<file path="src/tts_pkg.sv">
`default_nettype none

package tts_pkg;

  // Command codes carried by in_command
  localparam logic [1:0] CMD_ADVANCE = 2'd0;
  localparam logic [1:0] CMD_PAUSE   = 2'd1;
  localparam logic [1:0] CMD_RESUME  = 2'd2;

  // Duck ramp constants
  localparam int unsigned DUCK_NUM   = 47;
  localparam int unsigned DUCK_SHIFT = 7;
  localparam logic [7:0]  RISE_STEP  = 8'd3;
  localparam logic [7:0]  FALL_STEP  = 8'd18;

  localparam logic [6:0]  DIP_RESET   = 7'd127;
  localparam logic [7:0]  DEPTH_LIMIT = 8'd255;

  typedef enum logic [2:0] {
    ST_IDLE,
    ST_CORE,
    ST_FAST,
    ST_SLOW,
    ST_FINISH
  } tts_state_t;

  // Duck target: music volume, or 47/128 of it while voice is active
  function automatic logic [6:0] duck_target(input logic [6:0] music, input logic voice);
    logic [12:0] prod;
    prod = 13'(DUCK_NUM) * {6'd0, music};
    return voice ? {1'b0, prod[12:DUCK_SHIFT]} : music;
  endfunction

  // One ramp step toward the target, never passing it
  function automatic logic [6:0] duck_step(input logic [6:0] cur, input logic [6:0] target);
    logic [7:0] up;
    logic [7:0] lim;
    up  = {1'b0, cur} + RISE_STEP;
    lim = {1'b0, target} + FALL_STEP;
    if (cur < target) begin
      return (up >= {1'b0, target}) ? target : up[6:0];
    end else if (cur > target) begin
      return ({1'b0, cur} <= lim) ? target : 7'({1'b0, cur} - FALL_STEP);
    end
    return cur;
  endfunction

endpackage

`default_nettype wire

</file>
<file path="src/tts_step_unit.sv">
`default_nettype none

// Shared compare-and-subtract: tells whether a period fits and what is left.
module tts_step_unit #(
  parameter int W = 21
) (
  input  wire logic [W-1:0] acc,
  input  wire logic [W-1:0] period,
  output logic              fits,
  output logic [W-1:0]      rest
);

  logic [W:0] diff;

  assign diff = {1'b0, acc} - {1'b0, period};
  assign fits = ~diff[W];
  assign rest = diff[W-1:0];

endmodule

`default_nettype wire

</file>
<file path="src/tiered_tick_scheduler_with_duck_ramp.sv">
`default_nettype none

// Channel  | Direction | Handshake            | Word
// ---------+-----------+----------------------+------------------------------------------
// in_      | in        | in_valid / in_stall  | command, elapsed_us, music_volume, voice
// out_     | out       | out_valid / out_stall| tick counts, dipped volume, depth, notifies
//
// Flow: an item is taken only in idle. Pause, resume, unknown commands and
//   ignored advances go straight to the finish step. An advance steps the core
//   tier and, when not paused and a service tick fired, then the fast and slow
//   tiers; the one shared compare-and-subtract unit retires one tick per cycle.
// Reset: synchronous, active low; accumulators clear, dipped level goes to 127.
// Stalls: a finished word sits in the output register; a new item is taken
//   while it waits, and its own result holds in the finish step until the slot frees.
module tiered_tick_scheduler_with_duck_ramp #(
  parameter int SERVICE_PERIOD_US = 10000,
  parameter int LOGICAL_TICK_US   = 10000,
  parameter int FAST_PERIOD_US    = 16667,
  parameter int SLOW_PERIOD_US    = 100000,
  parameter int MAX_CATCHUP       = 8
) (
  input  wire logic               clk,
  input  wire logic               rst_n,
  input  wire logic               in_valid,
  output logic                    in_stall,
  input  wire logic [1:0]         in_command,
  input  wire logic signed [31:0] in_elapsed_us,
  input  wire logic [6:0]         in_music_volume,
  input  wire logic               in_voice_active,
  output logic                    out_valid,
  input  wire logic               out_stall,
  output logic [3:0]              out_core_ticks,
  output logic [3:0]              out_fast_ticks,
  output logic [2:0]              out_slow_ticks,
  output logic [6:0]              out_dipped_volume,
  output logic [7:0]              out_pause_depth,
  output logic                    out_notify_pause,
  output logic                    out_notify_resume
);

  import tts_pkg::*;

  // Worst-case accumulator values set the datapath width
  localparam int CAP      = SERVICE_PERIOD_US * MAX_CATCHUP;
  localparam int CORE_MAX = SERVICE_PERIOD_US - 1 + CAP;
  localparam int LOG_MAX  = LOGICAL_TICK_US * MAX_CATCHUP;
  localparam int FAST_MAX = FAST_PERIOD_US - 1 + LOG_MAX;
  localparam int SLOW_MAX = SLOW_PERIOD_US - 1 + LOG_MAX;
  localparam int TOP_A    = (CORE_MAX > FAST_MAX) ? CORE_MAX : FAST_MAX;
  localparam int TOP_MAX  = (TOP_A > SLOW_MAX) ? TOP_A : SLOW_MAX;
  localparam int W        = $clog2(TOP_MAX + 1);
  localparam int LW       = $clog2(LOG_MAX + 1);

  tts_state_t state_r, state_nxt;

  logic [W-1:0]  core_acc_r, core_acc_nxt;
  logic [W-1:0]  fast_acc_r, fast_acc_nxt;
  logic [W-1:0]  slow_acc_r, slow_acc_nxt;
  logic [LW-1:0] logical_r, logical_nxt;
  logic [6:0]    dip_r, dip_nxt;
  logic [7:0]    depth_r, depth_nxt;
  logic [6:0]    target_r, target_nxt;
  logic [3:0]    core_n_r, core_n_nxt;
  logic [3:0]    fast_n_r, fast_n_nxt;
  logic [2:0]    slow_n_r, slow_n_nxt;
  logic          np_r, np_nxt;
  logic          nr_r, nr_nxt;

  logic          out_valid_r, out_valid_nxt;
  logic [3:0]    out_core_r, out_core_nxt;
  logic [3:0]    out_fast_r, out_fast_nxt;
  logic [2:0]    out_slow_r, out_slow_nxt;
  logic [6:0]    out_dip_r, out_dip_nxt;
  logic [7:0]    out_depth_r, out_depth_nxt;
  logic          out_np_r, out_np_nxt;
  logic          out_nr_r, out_nr_nxt;

  logic          in_take;
  logic          elapsed_ok;
  logic [W-1:0]  elapsed_cl;
  logic [W-1:0]  unit_acc, unit_period, unit_rest;
  logic          unit_fits;

  assign in_stall = (state_r != ST_IDLE);
  assign in_take  = in_valid && !in_stall;

  // Drop zero and negative values, clamp to the catch-up cap
  assign elapsed_ok = (in_elapsed_us > 32'sd0);
  assign elapsed_cl = (in_elapsed_us > $signed(32'(CAP))) ? W'(CAP) : in_elapsed_us[W-1:0];

  // Route the active tier to the shared unit
  always_comb begin
    case (state_r)
      ST_FAST: begin
        unit_acc    = fast_acc_r;
        unit_period = W'(FAST_PERIOD_US);
      end
      ST_SLOW: begin
        unit_acc    = slow_acc_r;
        unit_period = W'(SLOW_PERIOD_US);
      end
      default: begin
        unit_acc    = core_acc_r;
        unit_period = W'(SERVICE_PERIOD_US);
      end
    endcase
  end

  tts_step_unit #(.W(W)) u_step (
    .acc    (unit_acc),
    .period (unit_period),
    .fits   (unit_fits),
    .rest   (unit_rest)
  );

  always_comb begin
    state_nxt     = state_r;
    core_acc_nxt  = core_acc_r;
    fast_acc_nxt  = fast_acc_r;
    slow_acc_nxt  = slow_acc_r;
    logical_nxt   = logical_r;
    dip_nxt       = dip_r;
    depth_nxt     = depth_r;
    target_nxt    = target_r;
    core_n_nxt    = core_n_r;
    fast_n_nxt    = fast_n_r;
    slow_n_nxt    = slow_n_r;
    np_nxt        = np_r;
    nr_nxt        = nr_r;
    out_valid_nxt = out_valid_r && out_stall;
    out_core_nxt  = out_core_r;
    out_fast_nxt  = out_fast_r;
    out_slow_nxt  = out_slow_r;
    out_dip_nxt   = out_dip_r;
    out_depth_nxt = out_depth_r;
    out_np_nxt    = out_np_r;
    out_nr_nxt    = out_nr_r;

    case (state_r)
      ST_IDLE: begin
        if (in_take) begin
          core_n_nxt  = '0;
          fast_n_nxt  = '0;
          slow_n_nxt  = '0;
          np_nxt      = 1'b0;
          nr_nxt      = 1'b0;
          logical_nxt = '0;
          target_nxt  = duck_target(in_music_volume, in_voice_active);
          state_nxt   = ST_FINISH;
          case (in_command)
            CMD_ADVANCE: begin
              if (elapsed_ok) begin
                core_acc_nxt = core_acc_r + elapsed_cl;
                state_nxt    = ST_CORE;
              end
            end
            CMD_PAUSE: begin
              if (depth_r != DEPTH_LIMIT) begin
                np_nxt    = (depth_r == 8'd0);
                depth_nxt = depth_r + 8'd1;
              end
            end
            CMD_RESUME: begin
              nr_nxt = (depth_r == 8'd1);
              if (depth_r != 8'd0) begin
                depth_nxt = depth_r - 8'd1;
              end
            end
            default: begin
            end
          endcase
        end
      end
      ST_CORE: begin
        if (unit_fits) begin
          core_acc_nxt = unit_rest;
          core_n_nxt   = core_n_r + 4'd1;
          logical_nxt  = logical_r + LW'(LOGICAL_TICK_US);
        end else if (depth_r == 8'd0 && logical_r != '0) begin
          // Feed logical time into both tiers
          fast_acc_nxt = fast_acc_r + W'(logical_r);
          slow_acc_nxt = slow_acc_r + W'(logical_r);
          state_nxt    = ST_FAST;
        end else begin
          state_nxt = ST_FINISH;
        end
      end
      ST_FAST: begin
        if (unit_fits) begin
          fast_acc_nxt = unit_rest;
          fast_n_nxt   = fast_n_r + 4'd1;
        end else begin
          state_nxt = ST_SLOW;
        end
      end
      ST_SLOW: begin
        if (unit_fits) begin
          slow_acc_nxt = unit_rest;
          slow_n_nxt   = slow_n_r + 3'd1;
          dip_nxt      = duck_step(dip_r, target_r);
        end else begin
          state_nxt = ST_FINISH;
        end
      end
      ST_FINISH: begin
        // Load the output register once the previous word is gone
        if (!out_valid_r || !out_stall) begin
          out_valid_nxt = 1'b1;
          out_core_nxt  = core_n_r;
          out_fast_nxt  = fast_n_r;
          out_slow_nxt  = slow_n_r;
          out_dip_nxt   = dip_r;
          out_depth_nxt = depth_r;
          out_np_nxt    = np_r;
          out_nr_nxt    = nr_r;
          state_nxt     = ST_IDLE;
        end
      end
      default: begin
        state_nxt = ST_IDLE;
      end
    endcase
  end

  always_ff @(posedge clk) begin
    if (!rst_n) begin
      state_r     <= ST_IDLE;
      out_valid_r <= 1'b0;
      core_acc_r  <= '0;
      fast_acc_r  <= '0;
      slow_acc_r  <= '0;
      dip_r       <= DIP_RESET;
      depth_r     <= '0;
    end else begin
      state_r     <= state_nxt;
      out_valid_r <= out_valid_nxt;
      core_acc_r  <= core_acc_nxt;
      fast_acc_r  <= fast_acc_nxt;
      slow_acc_r  <= slow_acc_nxt;
      dip_r       <= dip_nxt;
      depth_r     <= depth_nxt;
    end
  end

  always_ff @(posedge clk) begin
    logical_r   <= logical_nxt;
    target_r    <= target_nxt;
    core_n_r    <= core_n_nxt;
    fast_n_r    <= fast_n_nxt;
    slow_n_r    <= slow_n_nxt;
    np_r        <= np_nxt;
    nr_r        <= nr_nxt;
    out_core_r  <= out_core_nxt;
    out_fast_r  <= out_fast_nxt;
    out_slow_r  <= out_slow_nxt;
    out_dip_r   <= out_dip_nxt;
    out_depth_r <= out_depth_nxt;
    out_np_r    <= out_np_nxt;
    out_nr_r    <= out_nr_nxt;
  end

  assign out_valid         = out_valid_r;
  assign out_core_ticks    = out_core_r;
  assign out_fast_ticks    = out_fast_r;
  assign out_slow_ticks    = out_slow_r;
  assign out_dipped_volume = out_dip_r;
  assign out_pause_depth   = out_depth_r;
  assign out_notify_pause  = out_np_r;
  assign out_notify_resume = out_nr_r;

endmodule

`default_nettype wire

</file>
<file path="config.mk">
export PLATFORM = sky130hd
export DESIGN_NAME = tiered_tick_scheduler_with_duck_ramp
export DESIGN_NICKNAME = d
export VERILOG_FILES = /design/src/tts_pkg.sv /design/src/tts_step_unit.sv /design/src/tiered_tick_scheduler_with_duck_ramp.sv
export SDC_FILE = /design/constraint.sdc
export NUM_CORES = 1
export LEC_CHECK = 0
export BUFFER_PORTS_ARGS = -buffer_cell sky130_fd_sc_hd__buf_2
export CORE_UTILIZATION = 55
export DETAILED_ROUTE_END_ITERATION = 10
export GPL_ROUTABILITY_DRIVEN = 0
export PLACE_DENSITY = 0.77
export SYNTH_ARGS = -nofsm -noshare
export SYNTH_HDL_FRONTEND = slang
export SYNTH_SLANG_ARGS = --single-unit
</file>
<file path="constraint.sdc">
create_clock -name clk -period 5.2 [get_ports clk]
set_input_delay 1.56 -clock clk [delete_from_list [all_inputs] [get_ports clk]]
set_output_delay 1.56 -clock clk [all_outputs]
set_load 0.01 [all_outputs]
</file>
==> results of run 1 <==
## synth_stat cells (18+ instances only)
cell,number,area share [%]
nor3_1,26,1.2
a21oi_1,82,3.9
nor2_1,122,4.3
nor2b_1,21,1.2
ha_1,114,14
xnor2_1,47,3.9
nand2_1,88,3.1
o21ai_0,85,4.0
xor2_1,29,2.4
mux2i_1,26,2.5
edfxtp_1,61,17
inv_1,72,2.6
nand3_1,26,1.2
a211oi_1,25,1.8
a21o_1,18,1.3
clkbuf_1,34,1.2
dfxtp_1,73,14
## worst min-delay path by stage
stage,startpoint,end
floorplan,np_r,out_notify_pause
global placement,nr_r,out_notify_resume
detailed placement,np_r,out_notify_pause
CTS,nr_r,out_notify_resume
global route,nr_r,out_notify_resume
finish,nr_r,out_notify_resume
## registers in the layout (all words and copies together) (netlist names), 7 cells and up
name / cells
core_acc_r: 18
depth_r: 8
dip_r: 7
fast_acc_r: 18
logical_r: 13
out_dipped_volume: 7
out_pause_depth: 8
slow_acc_r: 18
target_r: 7
## kinds of logic (layout without fill, tap and decap cells)
kind of cell             count (synthesis)  count (layout)  synth area share (%)
adder cells (fa/ha/maj)                131             131                 16.72
multiplexers                            43              43                 4.382
AND/OR/NAND/NOR                        368             368                 16.49
flip-flops                             134             134                 31.17
buffers and inverters                  120             210                 4.488
AO/OA/AOI/OAI                          329             329                 20.45
XOR/XNOR                                76              76                 6.300
## area by class of cell
type | instances | area (um2)
clock inverters | 13 | 97.59
inverters | 75 | 281.5
clock buffers | 19 | 454.2
fillers | 1584 | 6934
multi-input cells | 947 | 6817
flip-flops and latches | 134 | 3293
repair buffers | 103 | 598.1
well taps | 234 | 292.8
## layer usage
metal	vias up	track usage, %	routed length (um)
li1	4516	-	-
met1	4253	35.08	11440
met4	0	8.867	499
met2	286	42.89	11410
met3	38	4.144	1500
met5	-	0	0
## stage by stage
stage / util, % / hold WS (ps) / std cells / power [uW]
final: 63.05 / 424.2 / 1525 / 3226
after global routing: 63.05 / 438.9 / 1525 / 3390
after CTS: 63.05 / 426.1 / 1525 / 3231
after detailed placement: 60.11 / 408.8 / 1493 / 2111
after global placement: 60.11 / 402.1 / 1493 / 2089
after floorplan: - / 400.3 / 1201 / 1874
## power groups by stage
stage	combinational, uW	sequential, uW	clock (uW)
final	859	1240	1120
after global routing	966	1250	1170
after detailed placement	847	1260	0
after floorplan	625	1250	0
after global placement	826	1260	0
after CTS	856	1240	1130
## worst reg2reg max path, cell delays in order (launching register included)
cell	delay, ps
dfxtp_1	700
nand2b_1	360
clkinv_1	230
ha_1	280
fa_1	450
nor2b_1	130
o21ai_0	70
o21ai_0	100
a21oi_1	200
o21ai_2	300
a41oi_4	280
buf_4	270
nor2_1	560
nor2_1	120
a211oi_1	280
## repair_timing
item,CTS,global route
endpoints found under the setup margin,0,1
resized for setup,0,1
hold buffers,0,0
==> out/results.ini, run 1 <==
[sta]
rsz0062_at_grt = no
slew_violations = 0
period_needed_ps = 4854
setup_viol = 0
fin_ws_ps = 346.4
fin_skew_ps = 8.606
slew_headroom_pct = 35.41
max_slew.worst_pin.slew_ps = 966.7
clock.fmax_ghz = 0.2060
finalHoldViolations = 0
period_share_pct = 93.34
finalSetupTns_ps = 0

[cts]
insertion_delay_ps = 430
clock_path_buffers = 2
cts_max_level = 4
cts_tree = built
clockRootBuffer = clkbuf_16
cts_setup_buffers = 0
cts.clk_slew.worst_paths_ps = 60
cts_made_buffers = 17
cts_num_sinks = 134

[place]
io_buffers = 75
preCtsSetupSlack_ps = -108.1
placed_area_um2 = 11280
hpwl_mm = 18.60

[global_routing]
grt_pass1_wl_mm = 41.37
grt_pass1_vias = 8539
grtUsageTotal_pct = 26.10
grt_max_degree = 41
antenna_found_initial = 0
grt_overflow = 0

[critical_path]
cp_slowest_cell = or4_1
crit_type = in2reg
regToRegStartpoint = state_r[0]
start_kind = primary input
crit_family = compound AO/OA/AOI/OAI gates
ff2ff_path_depth = 14
worstPathMaxFanout = 11
crit_end = core_acc_r[17]
crit_required_ps = 5520
critical_path_arrival_ps = 5170
crit_start = in_elapsed_us[0]
reg2reg_slack_ps = 770
critical-path-max-stage-delay_ps = 540
critPathCaptureType = flip-flop
rr_endpoint = fast_acc_r[1]
worst-path-stages = 17
critPathBufInv = 2
path_cells = buf_2 > or4_1 > o31a_1 > o211ai_1 > a21oi_1 > buf_4 > nor2b_1 > ha_1 > and3_1 > a22oi_1 > a211o_1 > nand2_1 > a41o_1 > o41ai_1 > xnor2_1 > o2bb2ai_1 > a32o_1

[floorplan]
die_y_um = 140.6
start_util_pct = 56.29
pin_count = 76
floorplan.rows = 50
die_w_um = 140.6
die_area_um2 = 19770
core_um2 = 18770

[detailed_routing]
drt-vias-per-instance = 5.963
wire_per_inst_um = 16.29
drc = 0
drt-total-wl_mm = 24.84
drt_iter0_markers = 633
firstDrtPassIters = 5
ant_nets = 0
vias = 9093

[worst_hold_path]
hold_depth = 0
hp-class = reg2reg

[synth]
netlist_instances = 1201
synthArstFlopShare_pct = 0
syn-num-nets = 1378
ys_warn_count = 0
syn_area_um2 = 10570
syn_area_per_cell_um2 = 8.797
ys.flop_type = dfxtp_1
ys_seq_area_share_pct = 31.17
synth-edff-count = 61
yosysUniqueCellTypes = 75
ys_ff_latch = 134

[finish]
stdcell_area_um2 = 11830
layout_commonest_cell = nor2_1
area_growth_syn_to_layout_pct = 12.01
final_cell_mix = nor2_1 (122), ha_1 (114), nand2_1 (88), o21ai_0 (83), a21oi_1 (81)
nets = 1455
num_antenna_cells = 0
layout-drive-gt1-share_pct = 14.10

[run_status]
status = completed

[power_and_ir_drop]
p_leak_uw = 0.005089
seqPwrFrac_pct = 38.5
power_density_nw_per_um2 = 272.6
sw_frac_of_total_pct = 31.74
ir_worst_vdd_v = 0.0002515
p_comb_share_pct = 26.6
p_sw_uw = 1024
p_clk_share_pct = 34.8
p_int_uw = 2202

[job]
cap_violations = 0

Note: power is estimated with default switching activity, not from simulation.
==> run 2: changes to the inputs <==
--- a/config.mk
+++ b/config.mk
@@ -10,4 +10,5 @@
 export DETAILED_ROUTE_END_ITERATION = 10
 export GPL_ROUTABILITY_DRIVEN = 0
+export MAX_ROUTING_LAYER = met4
 export PLACE_DENSITY = 0.77
 export SYNTH_ARGS = -nofsm -noshare
==> constraint.sdc (replaced) <==
create_clock -name clk -period 5.2 [get_ports clk]
set_input_delay 1.56 -clock clk [delete_from_list [all_inputs] [get_ports clk]]
set_output_delay 1.56 -clock clk [all_outputs]
set_load 0.05 [all_outputs]
==> run 2 against run 1 <==
Against the previous run: clock power about the same; global-route usage increased by 0.81 points; highest routed layer unchanged; setup slack better by 14 ps.
==> out/results.ini, run 2 (synthesis gave the netlist of run 1 again) <==
[floorplan]
die_w_um = 140.6
core_um2 = 18770
die_area_um2 = 19770
die_y_um = 140.6
start_util_pct = 56.29
floorplan.rows = 50
pin_count = 76

[place]
io_buffers = 75
hpwl_mm = 18.60

[sta]
slew_violations = 0
fin_skew_ps = 6.552
fin_hold_ws_ps = 423.4
slew_headroom_pct = 34.35
period_needed_ps = 4840
finalHoldViolations = 0
setup_viol = 0
period_share_pct = 93.07
finalSetupTns_ps = 0
clock.fmax_ghz = 0.2066
rsz0062_at_grt = no
max_slew.worst_pin.slew_ps = 982.6

[global_routing]
antenna_found_initial = 0
grt_overflow = 0
grtUsageTotal_pct = 26.91
grt_pass1_wl_mm = 41.34
grt_max_degree = 41
grt_pass1_vias = 8535

[critical_path]
critPathBufInv = 2
critical-path-max-stage-delay_ps = 540
crit_type = in2reg
cp_slowest_cell = or4_1
crit_family = compound AO/OA/AOI/OAI gates
critical_path_arrival_ps = 5160
critPathCaptureType = flip-flop
reg2reg_slack_ps = 730
crit_required_ps = 5520
start_kind = primary input
path_cells = buf_2 > or4_1 > o31a_1 > o211ai_1 > a21oi_1 > buf_4 > nor2b_1 > ha_1 > and3_1 > a22oi_1 > a211o_1 > nand2_1 > a41o_1 > o41ai_1 > xnor2_1 > o2bb2ai_1 > a32o_1
worstPathMaxFanout = 11

[run_status]
status = completed

[finish]
nets = 1455
seq_area_um2 = 3293
layout-drive-gt1-share_pct = 14.10
top_regs = core_acc_r: 18 flops, fast_acc_r: 18 flops, slow_acc_r: 18 flops
area_growth_syn_to_layout_pct = 12.01
num_antenna_cells = 0
multiInputGateArea_um2 = 6817
final_cell_mix = nor2_1 (122), ha_1 (114), nand2_1 (88), o21ai_0 (83), a21oi_1 (81)
fillers = 1584
layout_commonest_cell = nor2_1

[worst_hold_path]
hp-class = reg2reg

[detailed_routing]
wire_per_inst_um = 16.36
drc = 0
drt-vias-per-instance = 5.974
firstDrtPassIters = 5
wl_met3_mm = 1.371
wl_met2_mm = 11.51
ant_nets = 0
drt_iter0_markers = 591
maxUsedRoutingLayer = met4
wl_met1_mm = 11.55
drt-total-wl_mm = 24.95
vias = 9110

[cts]
cts_tree = built
cts_made_buffers = 17
cts.clk_slew.worst_paths_ps = 60
clockRootBuffer = clkbuf_16
cts_max_level = 4
cts_num_sinks = 134
insertion_delay_ps = 420
clock_path_buffers = 2

[power_and_ir_drop]
ir_worst_vdd_v = 0.0002507
p_leak_uw = 0.005089
power_density_nw_per_um2 = 276.0

[job]
cap_violations = 0

-- run 2: cell counts in the layout (fill, tap and decap cells not counted) --
Identical to the previous run, type by type.
-- run 2: metal layers --
metal  global-route usage [%]  up-vias
li1                         -     4517
met1                    35.08     4280
met2                    42.87      270
met3                    4.552       43
met4                    8.352        0
met5                        -        -
-- run 2: layout make-up --
cell class | instances | area share (%)
repair buffers | 103 | 5.054
clock buffers | 19 | 3.838
multi-input cells | 947 | 57.60
flip-flops and latches | 134 | 27.83
well taps | 234 | 2.474
inverters | 75 | 2.379
clock inverters | 13 | 0.8247
-- run 2: through the flow --
step	setup slack, ps	std cells	area [um2]	util [%]	power [uW]
detailed placement	-108.1	1493	11280	60.11	2152
floorplan	175.0	1201	10570	-	1916
global placement	-17.81	1493	11280	60.11	2130
CTS	321.9	1525	11830	63.05	3273
global route	14.99	1525	11830	63.05	3433
finish	360.4	1525	11830	63.05	3266
-- run 2: final timing paths --
path,start,end,cells after the start
worst min register to register,nr_r,out_notify_resume,0
worst max-delay path,in_elapsed_us[0],core_acc_r[17],17
worst max register to register,state_r[0],fast_acc_r[1],14
worst min-delay path,nr_r,out_notify_resume,0
-- run 2: what timing repair did --
item	in CTS	in global routing
hold buffers	0	0
setup endpoints to repair	0	1
buffers inserted	0	0
resized for setup	0	1
-- run 2: worst reg2reg max path: stages (launching register included) --
cell      delay, ps
dfxtp_1         710
nand2b_1        360
clkinv_1        230
ha_1            280
fa_1            460
nor2b_1         130
o21ai_0          70
o21ai_0         100
a21oi_1         200
o21ai_2         310
a41oi_4         280
buf_4           270
nor2_1          580
nor2_1          120
a211oi_1        280
-- run 2: power breakdown --
part	switching [uW]	internal [uW]	leakage, uW	total (uW)
registers	63.9	1180	0.00116	1240
clock network	481	640	0.000256	1120
logic	519	383	0.00367	901
==> run 3: changes to the inputs <==
Settings changed: CORE_MARGIN from default to 2.
==> run 3 against run 2 <==
Against the previous run: flip-flop and latch count is the same; critical path depth unchanged; fmax rose by 0.26%; final cell count hardly changed; wire length up 2.1%; total power is 2.6% higher; clock skew increased by 2.1 ps; sequential share of layout area shrank 0.059 points; critical endpoint unchanged; largest power group unchanged.
==> out/results.ini, run 3 (synthesis gave the netlist of run 1 again) <==
[floorplan]
die_area_um2 = 20330
die_w_um = 142.6
pin_count = 76
start_util_pct = 56.29
core_um2 = 18770
die_y_um = 142.6
floorplan.rows = 50

[sta]
slew_headroom_pct = 35.26
setup_viol = 0
max_slew.worst_pin.slew_ps = 968.9
period_needed_ps = 4827
fin_skew_ps = 8.650
slew_violations = 0
clock.fmax_ghz = 0.2072
rsz0062_at_grt = no
finalHoldViolations = 0
period_share_pct = 92.82

[place]
io_buffers = 75
hpwl_mm = 18.80
placed_area_um2 = 11280
dp.cells = 1494

[power_and_ir_drop]
power_density_nw_per_um2 = 282.5
p_leak_uw = 0.005110
p_comb_share_pct = 27.0
p_int_uw = 2271
p_sw_uw = 1079
seqPwrFrac_pct = 37.1
sw_frac_of_total_pct = 32.22
p_clk_share_pct = 35.9
ir_worst_vdd_v = 0.0002459

[finish]
num_antenna_cells = 0
final_cell_mix = nor2_1 (122), ha_1 (114), nand2_1 (88), o21ai_0 (84), a21oi_1 (81)
seq_area_um2 = 3293
stdcell_area_um2 = 11860
fillers = 1578
area_growth_syn_to_layout_pct = 12.25
final-instance-count-excl-fill = 1526
top_regs = core_acc_r: 18 flops, fast_acc_r: 18 flops, slow_acc_r: 18 flops
nets = 1456
layout_commonest_cell = nor2_1
multiInputGateArea_um2 = 6817
layout-drive-gt1-share_pct = 14.16

[cts]
cts_tree = built
clockRootBuffer = clkbuf_16
insertion_delay_ps = 430
clock_path_buffers = 2
cts.clk_slew.worst_paths_ps = 60
cts_num_sinks = 134
cts_max_level = 4
cts_made_buffers = 17
cts_setup_buffers = 0
cts-hold-fix-buffers = 0
ctsResizeCount = 0

[job]
cap_violations = 0

[critical_path]
worstPathMaxFanout = 6
ff2ff_path_depth = 15
start_kind = primary input
critPathCaptureType = flip-flop
regToRegStartpoint = state_r[2]
crit_start = in_elapsed_us[0]
critical_path_arrival_ps = 5160
crit_end = core_acc_r[17]
crit_type = in2reg
crit_required_ps = 5530
rr_endpoint = dip_r[0]
reg2reg_slack_ps = 620

[detailed_routing]
drt_iter0_markers = 797
drt-total-wl_mm = 25.47
ant_nets = 0
drc = 0
vias = 9137
firstDrtPassIters = 5
drt-vias-per-instance = 5.988
wire_per_inst_um = 16.69

[global_routing]
antenna_found_initial = 0
grt_overflow = 0
grt_max_degree = 41
grt_pass1_wl_mm = 42.19
grtUsageTotal_pct = 26.56
grt_pass1_vias = 8643

[worst_hold_path]
hp-class = reg2reg

[run_status]
status = completed

[run 3: cell types whose count changed in the layout (fill, tap and decap cells not counted), sizes merged]
cell | previous run | this run
clkinvlp | 5 | 3
buf | 103 | 104
bufinv | 0 | 2
[run 3: through the flow]
step	hold WS [ps]	TNS, ps	power (uW)	util (%)	worst slack (ps)
floorplan	400.3	0	1916	-	175.0
global placement	401.5	-3.165	2126	60.09	-3.165
detailed placement	405.4	-114.8	2152	60.09	-67.88
CTS	431.6	0	3351	63.19	374.1
global route	448.6	0	3509	63.19	90.03
finish	433.1	0	3350	63.19	373.1
[run 3: worst min path at each step]
stage | startpoint | end | slack, ps | cells after the start
after floorplan | np_r | out_notify_pause | 400 | 0
after detailed placement | np_r | out_notify_pause | 410 | 0
final | nr_r | out_notify_resume | 430 | 0
after global placement | nr_r | out_notify_resume | 400 | 0
after global routing | nr_r | out_notify_resume | 450 | 0
after CTS | nr_r | out_notify_resume | 430 | 0
[run 3: area by class of cell]
type / count / share of cell area [%]
tap: 234 / 2.469
multi-input combinational: 947 / 57.48
clock buffer: 19 / 3.651
timing repair buffer: 104 / 5.001
inverter: 75 / 2.374
clock inverter: 13 / 1.256
sequential: 134 / 27.77
[run 3: per-layer routing]
layer	GRT usage, %	wire, um	vias to the layer above
met1	35.48	11790	4280
met4	7.504	427	0
li1	-	-	4523
met3	4.307	1447	35
met2	41.95	11810	299
met5	-	0	-
[run 3: power by group through the flow]
stage	Combinational [uW]	Clock [uW]	Sequential [uW]
finish	905	1200	1240
global route	1010	1250	1250
detailed placement	889	0	1260
global placement	864	0	1260
floorplan	628	0	1290
CTS	900	1210	1240
[run 3: critical path, stage by stage]
cell and delay, ps:
buf_2 100, or4_1 540, o31a_1 290, o211ai_1 150
a21oi_1 160, buf_4 190, or2_2 270, ha_1 290
buf_4 150, o21a_1 100, a21oi_1 200, nand2_1 100
a41o_1 260, o41ai_1 320, xnor2_1 180, o2bb2ai_1 100
a32o_1 200
